[src/rtl/mgd_pkg.sv]
package mgd_pkg;

  // Dimensions in use, limited to the three axes that the ports carry.
  localparam int NUM_DIMS         = 3;
  localparam int MAX_BINS_PER_DIM = 16;
  localparam int NUM_AXES         = 3;
  localparam int ACT_DIMS         = (NUM_DIMS < 1) ? 1 :
                                    ((NUM_DIMS > NUM_AXES) ? NUM_AXES : NUM_DIMS);

  localparam int HIST_DEPTH = 4096;
  localparam int ADDR_W     = 12;
  localparam int BIN_W      = 32;
  localparam int LEN_W      = 5;
  localparam int NEAR_W     = 4;
  localparam int COORD_W    = NEAR_W + 2;
  localparam int POS_W      = 21;
  localparam int FRAC_W     = 16;
  localparam int FAC_W      = 17;
  localparam int PROD_W     = 2 * FAC_W;
  localparam int STRIDE_W   = 9;
  localparam int FLAT_W     = 14;
  localparam int CORNER_W   = 3;
  localparam int OP_W       = 2;
  localparam int CFG_IDX_W  = 2;

  localparam int QUEUE_DEPTH = 2;
  localparam int QUEUE_PTR_W = $clog2(QUEUE_DEPTH);
  localparam int QUEUE_CNT_W = QUEUE_PTR_W + 1;

  localparam logic [FAC_W-1:0] UNIT_WEIGHT = 17'h10000;

  // Operation codes on the input port. The spare code behaves as a plain read.
  localparam logic [OP_W-1:0] OPC_DEPOSIT   = 2'd0;
  localparam logic [OP_W-1:0] OPC_READ      = 2'd1;
  localparam logic [OP_W-1:0] OPC_READ_ZERO = 2'd2;
  localparam logic [OP_W-1:0] OPC_SPARE     = 2'd3;

  // Configuration register indexes.
  localparam logic [CFG_IDX_W-1:0] CFG_LEN_X = 2'd0;
  localparam logic [CFG_IDX_W-1:0] CFG_LEN_Y = 2'd1;
  localparam logic [CFG_IDX_W-1:0] CFG_LEN_Z = 2'd2;

  localparam logic [LEN_W-1:0] LEN_RESET = 5'd16;

  typedef enum logic [1:0] {
    CMD_DEPOSIT,
    CMD_READ,
    CMD_READ_ZERO
  } cmd_kind_t;

  typedef enum logic [2:0] {
    ST_CLEAR,
    ST_IDLE,
    ST_READ,
    ST_READ_DATA,
    ST_DEPOSIT,
    ST_DRAIN
  } back_state_t;

  // Classified item as it travels from the front end to the back end.
  typedef struct packed {
    cmd_kind_t                            kind;
    logic                                 skipped;
    logic [ADDR_W-1:0]                    addr;
    logic [NUM_AXES-1:0]                  split;
    logic [NUM_AXES-1:0]                  neg;
    logic [NUM_AXES-1:0][FAC_W-1:0]       fac;
    logic [NUM_AXES-1:0][NEAR_W-1:0]      near;
    logic [NUM_AXES-1:0][LEN_W-1:0]       len;
    logic [STRIDE_W-1:0]                  stride_x;
    logic [LEN_W-1:0]                     stride_y;
  } cmd_t;

  // One corner in flight through the weight and update pipeline.
  typedef struct packed {
    logic                  valid;
    logic                  keep;
    logic [ADDR_W-1:0]     flat;
    logic [NUM_AXES-1:0]   side;
    logic [FAC_W-1:0]      w;
    logic [FAC_W-1:0]      far;
  } corner_t;

  function automatic logic [LEN_W-1:0] clamp_len(input logic [LEN_W-1:0] v);
    logic [LEN_W-1:0] r;
    r = v;
    if (v == '0) r = LEN_W'(1);
    else if (v > LEN_W'(MAX_BINS_PER_DIM)) r = LEN_W'(MAX_BINS_PER_DIM);
    return r;
  endfunction

endpackage

[src/rtl/mgd_queue.sv]
module mgd_queue (
  input  logic          clk,
  input  logic          rst,
  input  logic          push,
  input  mgd_pkg::cmd_t push_cmd,
  input  logic          pop,
  output mgd_pkg::cmd_t head,
  output logic          empty,
  output logic          full
);

  mgd_pkg::cmd_t                    entries [mgd_pkg::QUEUE_DEPTH];
  logic [mgd_pkg::QUEUE_PTR_W-1:0]  wr_ptr;
  logic [mgd_pkg::QUEUE_PTR_W-1:0]  rd_ptr;
  logic [mgd_pkg::QUEUE_CNT_W-1:0]  count;

  assign head  = entries[rd_ptr];
  assign empty = (count == '0);
  assign full  = (count == mgd_pkg::QUEUE_CNT_W'(mgd_pkg::QUEUE_DEPTH));

  always_ff @(posedge clk) begin
    if (push) entries[wr_ptr] <= push_cmd;
  end

  always_ff @(posedge clk) begin
    if (rst) begin
      wr_ptr <= '0;
      rd_ptr <= '0;
      count  <= '0;
    end else begin
      if (push) wr_ptr <= wr_ptr + mgd_pkg::QUEUE_PTR_W'(1);
      if (pop)  rd_ptr <= rd_ptr + mgd_pkg::QUEUE_PTR_W'(1);
      count <= count + mgd_pkg::QUEUE_CNT_W'(push) - mgd_pkg::QUEUE_CNT_W'(pop);
    end
  end

endmodule

[config.mk]
export PLATFORM = sky130hd
export DESIGN_NAME = mgd_queue
export DESIGN_NICKNAME = d
export VERILOG_FILES = /design/src/rtl/mgd_pkg.sv /design/src/rtl/mgd_queue.sv
export SDC_FILE = /design/constraint.sdc
export NUM_CORES = 1
export LEC_CHECK = 0
export BUFFER_PORTS_ARGS = -buffer_cell sky130_fd_sc_hd__buf_4
export CORE_ASPECT_RATIO = 1.25
export CORE_UTILIZATION = 50
export CTS_CLUSTER_DIAMETER = 150
export CTS_CLUSTER_SIZE = 10
export DETAILED_ROUTE_END_ITERATION = 12
export HOLD_SLACK_MARGIN = 0.1
export PLACE_DENSITY = 0.76
export REMOVE_ABC_BUFFERS = 1
export SKIP_CTS_REPAIR_TIMING = 1
export SLEW_MARGIN = 20
export SYNTH_ARGS = -nofsm -noshare
export SYNTH_HDL_FRONTEND = slang
export SYNTH_SLANG_ARGS = --single-unit
[constraint.sdc]
create_clock -name clk -period 8.95 [get_ports clk]
set_input_delay 1.3425 -clock clk [delete_from_list [all_inputs] [get_ports clk]]
set_output_delay 1.3425 -clock clk [all_outputs]
set_load 0.1 [all_outputs]
Word-level counts from Yosys, hierarchy flattened --
Memory sizes are Yosys's and may differ from the RTL's. A register that Yosys moved wholly into a read port is not among the register bits. Index checks and enable logic that the tools add are counted.
Operators by class: add/sub/neg operators 4, equality and inequality tests 1, muxes and demuxes 4, reduce and logical (&&, ||, !) cells 1
Operators with widths (number):
- two-way mux 1 bit | 4
- adder 1 bit, second input constant | 2
- adder 2 x 1 -> 2 bit | 1
- == test 2 bit, second input constant | 1
- logical NOT 2 bit | 1
- subtractor 2 x 1 -> 2 bit | 1
Word-level totals: flip-flop bits (word level) 4, memory bits (writable) 226, logic and storage cells 14, memories kept 1
Memories:
- entries | words 2, bits a word 113, read ports 1, clocked after Yosys merged registers in 1, wr ports 1, RTL line mgd_queue.sv:12 | mgd_pkg::cmd_t entries [mgd_pkg::QUEUE_DEPTH];

Longest topological paths before layout --
depth after elaboration 3, gate-level depth with buffers 6, depth with buffers taken out 6

Worst setup path before layout --
No wires, ideal clock.
path kind in2reg, start input port push, end memory entries[0][0] (netlist bit), enable pin, library setup time 0.600 ns, arrival 6.250 ns, path slack 2.100 ns, stages on the path 1, buffers on the path 0, path through nor2b_1
Between the ends: longest elaborated chain between the ends 2
RTL lines:
- start: declaration | RTL line mgd_queue.sv:4 | input logic push,
- two-way mux 1 bit | RTL line mgd_queue.sv:22 | if (push) entries[wr_ptr] <= push_cmd;
- two-way mux 1 bit (not written as such) | RTL line mgd_queue.sv:22
- end: declaration | RTL line mgd_queue.sv:12
No other way between the ends.

==> flow_summary.json <==
{
  "seq_power_share": 0.437,
  "drive_gt1_frac": 0.589,
  "power_density_mw_per_mm2": 261,
  "cts-root-buf": "clkbuf_16",
  "peakVddDrop_mv": 0.200,
  "synth_compound_area_frac": 0,
  "grt_max_degree": 70,
  "insertion_delay_ns": 0.50,
  "setup_tns_ns": 0,
  "htreeDepth": 1,
  "grt_pass1_vias": 4496,
  "clk_path_buf_depth": 3,
  "synth_xor_xnor_area_share": 0.00462,
  "synth_fa_ha_area_frac": 0.00289,
  "cts_tree": "done",
  "startpoint_type": "register",
  "path_class": "reg -> out",
  "yosysTopAreaCell": "edfxtp_1",
  "io_buffers": 231,
  "drt_first_pass_iters": 4,
  "placedCellCount": 815,
  "overflow": 0,
  "hp-class": "reg -> reg",
  "slew-limit-headroom": 0.302,
  "min_from": "rd_ptr$_SDFFE_PP0P_",
  "outcome": "finished, final reports clean",
  "muxShareOfSynthArea": 0.177,
  "rsz0062_at_grt": "no",
  "start_util": 0.512,
  "grt_pass1_wl_mm": 23.5,
  "synth_top_family_by_area": "multiplexers",
  "dr_total_vias": 4286,
  "num_rows": 53,
  "end_kind": "primary output",
  "drv_cap": 0,
  "switching_share": 0.318,
  "finalNonFillerCells": 864,
  "drt-wirelength-per-cell_um": 18.3,
  "synth_area_leaders": "edfxtp_1 78%, mux2_4 12%, mux2_2 5.6%, dfxtp_1 1.2%, buf_6 1.0%",
  "finalHoldViolCount": 0,
  "core_mm2": 0.0169,
  "syn_inst": 373,
  "place_hpwl_mm": 10.5,
  "route.antenna.remaining_nets": 0,
  "yosys.area_share.simple": 0.00505,
  "io-pin-count": 232,
  "maxSlewViolCount": 0,
  "yosysUniqueCellTypes": 14,
  "power_leakage_nw": 4.41,
  "stdcell_area_mm2": 0.0114,
  "cts_buffers": 27,
  "hold_depth": 2,
  "routed_wirelength_mm": 15.8,
  "synth.avg_cell_area_um2": 23.2,
  "nets": 743,
  "min_period_ns": 4.44,
  "grtUsageTotal": 0.172,
  "n_antenna_cell": 0,
  "p_clk_frac": 0.317,
  "rr_endpoint": "entries[1][25]$_DFFE_PP_",
  "rrSetupSlack_ns": 6.69,
  "cp.required_ns": 7.61,
  "netlist_area_mm2": 0.00866,
  "comb_power_share": 0.247,
  "first_iter_violations": 202,
  "reg2regPathDepth": 2,
  "yosysSeqAreaShare": 0.795,
  "synth_top_area_frac": 0.783,
  "tightest_slew_ns": 1.05,
  "path_clk_slew_ns": 0.05,
  "arrival_ns": 3.09,
  "worst_clock_skew_ns": 0.00819,
  "die-area_mm2": 0.0179,
  "yosysWarnings": 0,
  "finalSetupViolations": 0,
  "p_switching_mw": 0.943,
  "max_freq_mhz": 225,
  "critPathMaxFanout": 60,
  "place.gp.congestion": 0.707,
  "antenna_found_initial": 0,
  "fin_crit_sh": 0.496,
  "drc": 0,
  "placed_cell_area_mm2": 0.0106,
  "r2r_start": "wr_ptr$_SDFFE_PP0P_",
  "via_per_inst": 4.96,
  "internal-power_mw": 2.02,
  "ys_ff_latch": 231,
  "cts_sinks": 231,
  "die_h_um": 149,
  "area_growth_pct": 31.1,
  "die_width_um": 120
}
logic make-up after synthesis:
logic type / Yosys count
adders and majority gates: 2
buffers and inverters: 15
DFF: 231
muxes: 113
xor gates and xnor gates: 3
and+or+nand+nor: 9
how the worst max path moves through the flow:
| stage | start | endpoint | slack, ns | cells past startpoint |
|---|---|---|---|---|
| floorplan | push | entries[0][0]$_DFFE_PP_ | 2.10 | 1 |
| global placement | register | head[5] | 5.06 | 3 |
| detailed placement | register | head[29] | 5.02 | 3 |
| CTS | register | head[29] | 4.47 | 3 |
| global route | register | head[13] | 4.38 | 3 |
| finish | register | head[13] | 4.51 | 3 |
state kept, by name (all words and copies together) (netlist names), named ones only:
signal,cells
rd_ptr,1
entries,226
count,2
wr_ptr,1
placed cells by master (no fill, tap or decap):
master,instances
buf_4,235
mux2_2,43
inv_1,2
dfxtp_4,1
mux2_4,70
dfxtp_1,4
nor2b_1,2
edfxtp_1,226
xnor3_1,1
xnor2_1,2
inv_6,1
nor2_1,5
ha_1,2
clkbuf_1,21
clkbuf_16,27
and2_4,1
nor2b_4,1
cell usage after synthesis:
master,count
buf_2,4
nor2b_1,3
buf_6,8
nor2_1,5
and2_1,1
xnor3_1,1
inv_1,2
xnor2_1,2
buf_8,1
mux2_2,43
edfxtp_1,226
dfxtp_1,5
ha_1,2
mux2_4,70
layout make-up:
cell class	count	area, um^2
Clock buffer	48	754
Multi-Input combinational cell	127	1650
Inverter	2	7.51
Timing Repair Buffer	235	1760
Fill cell	1160	5560
Clock inverter	1	8.76
Tap cell	220	275
Sequential cell	231	6890
routing by layer:
layer | up-vias | global-route usage | wire length (um)
met4 | 0 | 0.0631 | 451
met1 | 2114 | 0.194 | 5800
li1 | 1983 | - | -
met3 | 35 | 0.0482 | 1110
met2 | 154 | 0.310 | 8480
met5 | - | 0 | 0
per-stage QoR:
stage / utilization / worst slack, ns / power (mW) / hold slack [ns]
2_1_floorplan: - / 2.10 / 1.90 / 0.480
3_3_place_gp: 0.626 / 5.06 / 2.04 / 0.495
3_5_place_dp: 0.626 / 5.02 / 2.05 / 0.515
4_1_cts: 0.671 / 4.47 / 2.99 / 0.538
5_1_grt: 0.671 / 4.38 / 3.05 / 0.570
6_report: 0.671 / 4.51 / 2.96 / 0.545
worst max-delay path, cell delays in order (launching register included):
cell and delay, ns:
dfxtp_4 0.93, buf_4 0.89, mux2_2 0.43, buf_4 0.23
power by group through the flow:
stage / Sequential [mW] / Clock (mW) / Combinational (mW)
global placement: 1.31 / 0 / 0.727
CTS: 1.29 / 0.961 / 0.736
finish: 1.29 / 0.939 / 0.731
global route: 1.30 / 1.00 / 0.751
floorplan: 1.33 / 0 / 0.579
detailed placement: 1.32 / 0 / 0.735
No activity file was read; power rests on OpenSTA's default activity.
