===== src/rtl/mgd_pkg.sv =====
package mgd_pkg;

  // Dimensions in use, limited to the three axes that the ports carry.
  localparam int NUM_DIMS         = 3;
  localparam int MAX_BINS_PER_DIM = 16;
  localparam int NUM_AXES         = 3;
  localparam int ACT_DIMS         = (NUM_DIMS < 1) ? 1 :
                                    ((NUM_DIMS > NUM_AXES) ? NUM_AXES : NUM_DIMS);

  localparam int HIST_DEPTH = 4096;
  localparam int ADDR_W     = 12;
  localparam int BIN_W      = 32;
  localparam int LEN_W      = 5;
  localparam int NEAR_W     = 4;
  localparam int COORD_W    = NEAR_W + 2;
  localparam int POS_W      = 21;
  localparam int FRAC_W     = 16;
  localparam int FAC_W      = 17;
  localparam int PROD_W     = 2 * FAC_W;
  localparam int STRIDE_W   = 9;
  localparam int FLAT_W     = 14;
  localparam int CORNER_W   = 3;
  localparam int OP_W       = 2;
  localparam int CFG_IDX_W  = 2;

  localparam int QUEUE_DEPTH = 2;
  localparam int QUEUE_PTR_W = $clog2(QUEUE_DEPTH);
  localparam int QUEUE_CNT_W = QUEUE_PTR_W + 1;

  localparam logic [FAC_W-1:0] UNIT_WEIGHT = 17'h10000;

  // Operation codes on the input port. The spare code behaves as a plain read.
  localparam logic [OP_W-1:0] OPC_DEPOSIT   = 2'd0;
  localparam logic [OP_W-1:0] OPC_READ      = 2'd1;
  localparam logic [OP_W-1:0] OPC_READ_ZERO = 2'd2;
  localparam logic [OP_W-1:0] OPC_SPARE     = 2'd3;

  // Configuration register indexes.
  localparam logic [CFG_IDX_W-1:0] CFG_LEN_X = 2'd0;
  localparam logic [CFG_IDX_W-1:0] CFG_LEN_Y = 2'd1;
  localparam logic [CFG_IDX_W-1:0] CFG_LEN_Z = 2'd2;

  localparam logic [LEN_W-1:0] LEN_RESET = 5'd16;

  typedef enum logic [1:0] {
    CMD_DEPOSIT,
    CMD_READ,
    CMD_READ_ZERO
  } cmd_kind_t;

  typedef enum logic [2:0] {
    ST_CLEAR,
    ST_IDLE,
    ST_READ,
    ST_READ_DATA,
    ST_DEPOSIT,
    ST_DRAIN
  } back_state_t;

  // Classified item as it travels from the front end to the back end.
  typedef struct packed {
    cmd_kind_t                            kind;
    logic                                 skipped;
    logic [ADDR_W-1:0]                    addr;
    logic [NUM_AXES-1:0]                  split;
    logic [NUM_AXES-1:0]                  neg;
    logic [NUM_AXES-1:0][FAC_W-1:0]       fac;
    logic [NUM_AXES-1:0][NEAR_W-1:0]      near;
    logic [NUM_AXES-1:0][LEN_W-1:0]       len;
    logic [STRIDE_W-1:0]                  stride_x;
    logic [LEN_W-1:0]                     stride_y;
  } cmd_t;

  // One corner in flight through the weight and update pipeline.
  typedef struct packed {
    logic                  valid;
    logic                  keep;
    logic [ADDR_W-1:0]     flat;
    logic [NUM_AXES-1:0]   side;
    logic [FAC_W-1:0]      w;
    logic [FAC_W-1:0]      far;
  } corner_t;

  function automatic logic [LEN_W-1:0] clamp_len(input logic [LEN_W-1:0] v);
    logic [LEN_W-1:0] r;
    r = v;
    if (v == '0) r = LEN_W'(1);
    else if (v > LEN_W'(MAX_BINS_PER_DIM)) r = LEN_W'(MAX_BINS_PER_DIM);
    return r;
  endfunction

endpackage


===== src/rtl/mgd_front.sv =====
module mgd_front (
  input  logic [mgd_pkg::OP_W-1:0]                                operation,
  input  logic [mgd_pkg::NUM_AXES-1:0][mgd_pkg::POS_W-1:0]        pos,
  input  logic [mgd_pkg::NUM_AXES-1:0][mgd_pkg::NEAR_W-1:0]       near,
  input  logic [mgd_pkg::NUM_AXES-1:0][mgd_pkg::FRAC_W-1:0]       frac,
  input  logic [mgd_pkg::ADDR_W-1:0]                              bin_address,
  input  logic [mgd_pkg::NUM_AXES-1:0][mgd_pkg::LEN_W-1:0]        dim_len,
  output mgd_pkg::cmd_t                                           cmd
);

  always_comb begin
    logic [mgd_pkg::LEN_W-1:0] len_e;
    logic [mgd_pkg::POS_W-1:0] lim;
    logic [mgd_pkg::FAC_W-1:0] mag;
    logic                      outside;
    cmd     = '0;
    outside = 1'b0;
    len_e   = '0;
    lim     = '0;
    mag     = '0;
    unique case (operation)
      mgd_pkg::OPC_DEPOSIT:   cmd.kind = mgd_pkg::CMD_DEPOSIT;
      mgd_pkg::OPC_READ_ZERO: cmd.kind = mgd_pkg::CMD_READ_ZERO;
      default:                cmd.kind = mgd_pkg::CMD_READ;
    endcase
    cmd.addr = bin_address;
    for (int d = 0; d < mgd_pkg::NUM_AXES; d++) begin
      if (d < mgd_pkg::ACT_DIMS) begin
        len_e = mgd_pkg::clamp_len(dim_len[d]);
        lim   = mgd_pkg::POS_W'({len_e - mgd_pkg::LEN_W'(1), 8'h00});
        if (pos[d][mgd_pkg::POS_W-1] || ($signed(pos[d]) > $signed(lim))) outside = 1'b1;
        mag = frac[d][mgd_pkg::FRAC_W-1] ?
              mgd_pkg::FAC_W'(-$signed({frac[d][mgd_pkg::FRAC_W-1], frac[d]})) :
              mgd_pkg::FAC_W'(frac[d]);
        cmd.fac[d]   = {mag[mgd_pkg::FAC_W-2:0], 1'b0};
        cmd.split[d] = |frac[d];
        cmd.neg[d]   = frac[d][mgd_pkg::FRAC_W-1];
        cmd.near[d]  = near[d];
        cmd.len[d]   = len_e;
      end else begin
        // An unused axis behaves as a single bin that never splits.
        cmd.len[d] = mgd_pkg::LEN_W'(1);
      end
    end
    cmd.stride_y = cmd.len[2];
    cmd.stride_x = {{(mgd_pkg::STRIDE_W-mgd_pkg::LEN_W){1'b0}}, cmd.len[1]} *
                   {{(mgd_pkg::STRIDE_W-mgd_pkg::LEN_W){1'b0}}, cmd.len[2]};
    cmd.skipped  = (cmd.kind == mgd_pkg::CMD_DEPOSIT) && outside;
  end

endmodule


===== config.mk =====
export PLATFORM = sky130hd
export DESIGN_NAME = mgd_front
export DESIGN_NICKNAME = d
export VERILOG_FILES = /design/src/rtl/mgd_pkg.sv /design/src/rtl/mgd_front.sv
export SDC_FILE = /design/constraint.sdc
export NUM_CORES = 1
export LEC_CHECK = 0
export BUFFER_PORTS_ARGS = -buffer_cell sky130_fd_sc_hd__buf_4
export CAP_MARGIN = 20
export CORE_AREA = 4 4 101 103
export DETAILED_ROUTE_END_ITERATION = 10
export DIE_AREA = 0 0 105 107
export PLACE_DENSITY = 0.7
export SLEW_MARGIN = 25
export SYNTH_ARGS = -nofsm -noshare
export SYNTH_HDL_FRONTEND = slang
export SYNTH_SLANG_ARGS = --single-unit

===== constraint.sdc =====
create_clock -name vclk -period 5.76
set_input_delay 0.288 -clock vclk [all_inputs]
set_output_delay 0.288 -clock vclk [all_outputs]
set_load 0.01 [all_outputs]

After elaboration in Yosys (flattened, before gate mapping)
Cells that the tools add are included.
{"block": "totals", "register_bits": 0, "word_cells": 39, "inputBits": 152, "latch_bits": 0, "rom_bits": 0, "out_inout_bits": 113, "n_memories": 0, "mem_bits_rw": 0}
{"block": "op_classes", "mux": 13, "shift": 0, "eq_ne": 1, "bitwise": 0, "div_mod_pow": 0, "mul": 1, "addsub": 6, "n_reduce_logical": 12, "order_cmp": 6}
{"cell": "> comparator 21 x 14 -> 1 bit", "n": 3}
{"cell": "two-way mux 16 bit", "n": 3}
{"cell": "negation 16 bit", "n": 3}
{"cell": "OR reduction 16 bit", "n": 3}
{"cell": "two-way mux 5 bit", "n": 6}
{"cell": "> comparator 5 bit, second input constant", "n": 3}
{"cell": "zero test 5 bit", "n": 3}
{"cell": "subtractor 5 x 1 -> 5 bit, second input constant", "n": 3}
{"cell": "multiplier 5 x 5 -> 9 bit", "n": 1}
{"cell": "zero test 2 bit", "n": 2}
{"cell": "one-hot mux 2 bit (2 select lines)", "n": 1}
{"cell": "logical OR 1 bit", "n": 3}
{"cell": "two-way mux 1 bit", "n": 3}
{"cell": "== test 2 bit, second input constant", "n": 1}
{"cell": "logical AND 1 bit", "n": 1}

Depth between registers and ports, before layout
{"block": "depth", "ltp_word": 10, "ltp_mapped": 13, "mapped_depth_nobuf": 13}

Worst setup path after synthesis
No wires, ideal clock.
{"block": "synth_timing", "kind": "input-to-output", "start": "in dim_len[7] (netlist name)", "end": "out cmd[13] (netlist name)", "required_ps": 5472, "path_stages": 11, "slack_ps": 2138, "arrival_time_ps": 3334, "path_cell_list": "nor3_1 o21ai_1 nor2_1 fa_1 fa_1 fa_1 ha_1 a211oi_1 o21bai_1 a21oi_1 xnor2_1"}
{"item": "from (decl)", "line": "mgd_front.sv:7", "text": "input logic [mgd_pkg::NUM_AXES-1:0][mgd_pkg::LEN_W-1:0] dim_len,"}
{"item": "to (decl)", "line": "mgd_front.sv:8", "text": "output mgd_pkg::cmd_t cmd"}

==> key figures <==
Status
  • Run status: finished clean

Finish
  • Clock buf count: 0
  • Net count, final: 735
  • Synthesis-to-layout area growth: 56.4%
  • Number of antenna diodes: 0
  • Sequential cell count: 0
  • Fin cells: 646
  • Fraction of layout instances using a drive strength above 1: 40.9%
  • Sequential cell area: 0 sq um

Routing
  • DR vias/cell: 4.85
  • DRC violation total after the first TritonRoute iteration: 114
  • Routed wire length: 9.86 mm
  • Drc violations: 0
  • DR WL/cell: 15.3 microns
  • Routed Antenna Nets: 0
  • Via count: 3,136
  • Total iterations of the first detailed-routing run: 4

Floorplan
  • Die extent in x: 105 microns
  • Starting utilization of the core area: 27.8%
  • Core region area: 9200 sq um
  • Vertical die dimension: 107 microns
  • IO Count: 265
  • Number of rows created at floorplan: 35
  • Total Die Area: 11,200 sq um

STA
  • Worst slew margin: 55.1%
  • Post-route fraction of the period consumed by the critical path: 72.7%
  • Slew at the pin with the worst max-slew slack: 0.670 ns
  • Number of setup violations in the final report: 0
  • Final Max Tran Viols: 0
  • Max Clk Rate: 239 MHz
  • Tmin final: 4.19 ns
  • Hold violation total from the final report: 0
  • RSZ-0062 raised after global routing: no
  • Hold Slack: 0.576 ns
  • Setup TNS: 0 ns

Power and ir drop
  • Reported leakage power: 0.00207 uW
  • Power per unit of standard cell area: 83.1 nW/um^2
  • Peak supply drop: 51.1 uV
  • Total power: 332 uW

Place
  • Placer congestion estimate: 0.911
  • Buffers on Ports: 214
  • Placed wire-length estimate: 8.94 mm
  • Dpl cells: 646

Synth
  • Synthesized area: 2550 sq um
  • Number of warnings printed during yosys synthesis: 0
  • Most common library cells after synthesis: xnor2_1, buf_4, ha_1
  • Yosys cell types: 38
  • Average instance area after synthesis: 7.02 sq um
  • Fraction of synthesized cell area taken by the top area cell type: 18.6%
  • Cell types occupying the most area after synthesis: ha_1, xnor2_1, buf_4
  • Most area-hungry cell type in the Yosys netlist: ha_1
  • Fraction of the yosys area taken by sequential cells: 0%
  • Gate Count Post-Synth: 364
  • Most frequently used cell type in the post-synthesis netlist: xnor2_1

Worst hold path
  • End of the worst hold path: cmd[101]
  • Startpoint of the worst hold path: bin_address[3]
  • Worst Hold Depth: 0
  • Classification of the worst-slack hold path: primary input to output pin

GRT
  • Via count of the first global-routing pass: 3,054
  • Wire length of the first global-routing pass: 14.9 mm
  • Remaining Overflow, GRT: 0
  • Pin count of the biggest net entering global routing: 19
  • GRT Resource Usage Total: 15.7%
  • Initial antenna violation count: 0

Clock network
  • Post-CTS Repair Setup Buffers: 0
  • Hold Buf Count CTS: 0
  • Number of instances resized during post-cts repair: 0

Worst setup path
  • Largest driver fanout on the critical path: 8
  • Nature of the critical path endpoint: output pin
  • Data required, critical path: 5.47 ns
  • Data arrival at the endpoint of the critical path: 3.90 ns
  • WS Path Type: primary input to output pin
  • Critical Path Start Type: primary input

Flow run
  • Max Cap Viol: 0
worst max path at each step:
stage,slack (ns),from,end
after floorplan,2.14,dim_len[7],cmd[13]
after global placement,1.71,dim_len[7],cmd[13]
after detailed placement,1.59,dim_len[7],cmd[13]
after CTS,1.58,dim_len[7],cmd[13]
after global routing,1.30,dim_len[7],cmd[13]
final,1.57,dim_len[7],cmd[13]
worst max-delay path, stage by stage:
cell and delay [ns]:
buf_4 0.10, nor3_1 0.05, o21ai_1 0.49, nor2_1 0.13, fa_1 0.54, fa_1 0.52, fa_1 0.49, ha_1 0.36
a211oi_1 0.33, o21bai_1 0.12, a21oi_1 0.20, xnor2_1 0.14, buf_4 0.14
area by class of cell:
cell class | instances | area (sq um)
fillers | 933 | 5200
inverters | 30 | 113
multi-input cells | 291 | 2140
repair buffers | 214 | 1610
well taps | 111 | 139
logic make-up after synthesis:
kind of cell,synth area share (%)
simple gates,27.6
buf+inv,16.6
compound gates,13.9
xor+xnor,16.8
fa+ha+maj,24.9
other cells,0.147
metrics by stage:
stage          setup WS, ns  area (sq um)  utilization (%)
2_1_floorplan          2.14          2560                -
3_3_place_gp           1.71          4000             43.4
3_5_place_dp           1.59          4000             43.4
4_1_cts                1.58          4000             43.4
5_1_grt                1.30          4000             43.4
6_report               1.57          4000             43.4
metal layers:
metal / share of wire [%] / vias to the layer above / global-route usage, %
met1: 40 / 1412 / 19.2
met3: 6.8 / 22 / 2.23
met4: 1.6 / 0 / 2.62
met5: 0 / - / 0
met2: 52 / 132 / 29.6
li1: - / 1570 / -
power by group:
part / total [uW] / switching, uW / internal (uW)
sequential: 0 / 0 / 0
clock: 0 / 0 / 0
combinational: 332 / 154 / 178
total: 332 / 154 / 178
layout by cell type, fill, tap and decap left out, drive strengths merged:
cell type / netlist / routed
inv: 30 / 30
a211oi: 3 / 3
nand3: 5 / 5
a21o: 1 / 1
and3: 4 / 4
or4: 9 / 9
o21ai: 25 / 25
a2111o: 1 / 1
fa: 8 / 8
nand2: 35 / 35
nor4bb: 1 / 1
nor2b: 4 / 4
nor3: 5 / 5
xor2: 2 / 2
a21oi: 14 / 14
buf: 38 / 214
o31ai: 7 / 7
conb: 1 / 3
and4b: 1 / 1
nor2: 33 / 33
or2: 1 / 1
nand2b: 6 / 6
o21bai: 2 / 2
nor4b: 4 / 4
o41ai: 4 / 4
xnor2: 47 / 47
ha: 38 / 38
o21a: 1 / 1
a221oi: 1 / 1
nor4: 14 / 14
nand4b: 1 / 1
nand4: 3 / 3
or3: 8 / 8
No activity file was read; power rests on OpenSTA's default activity.
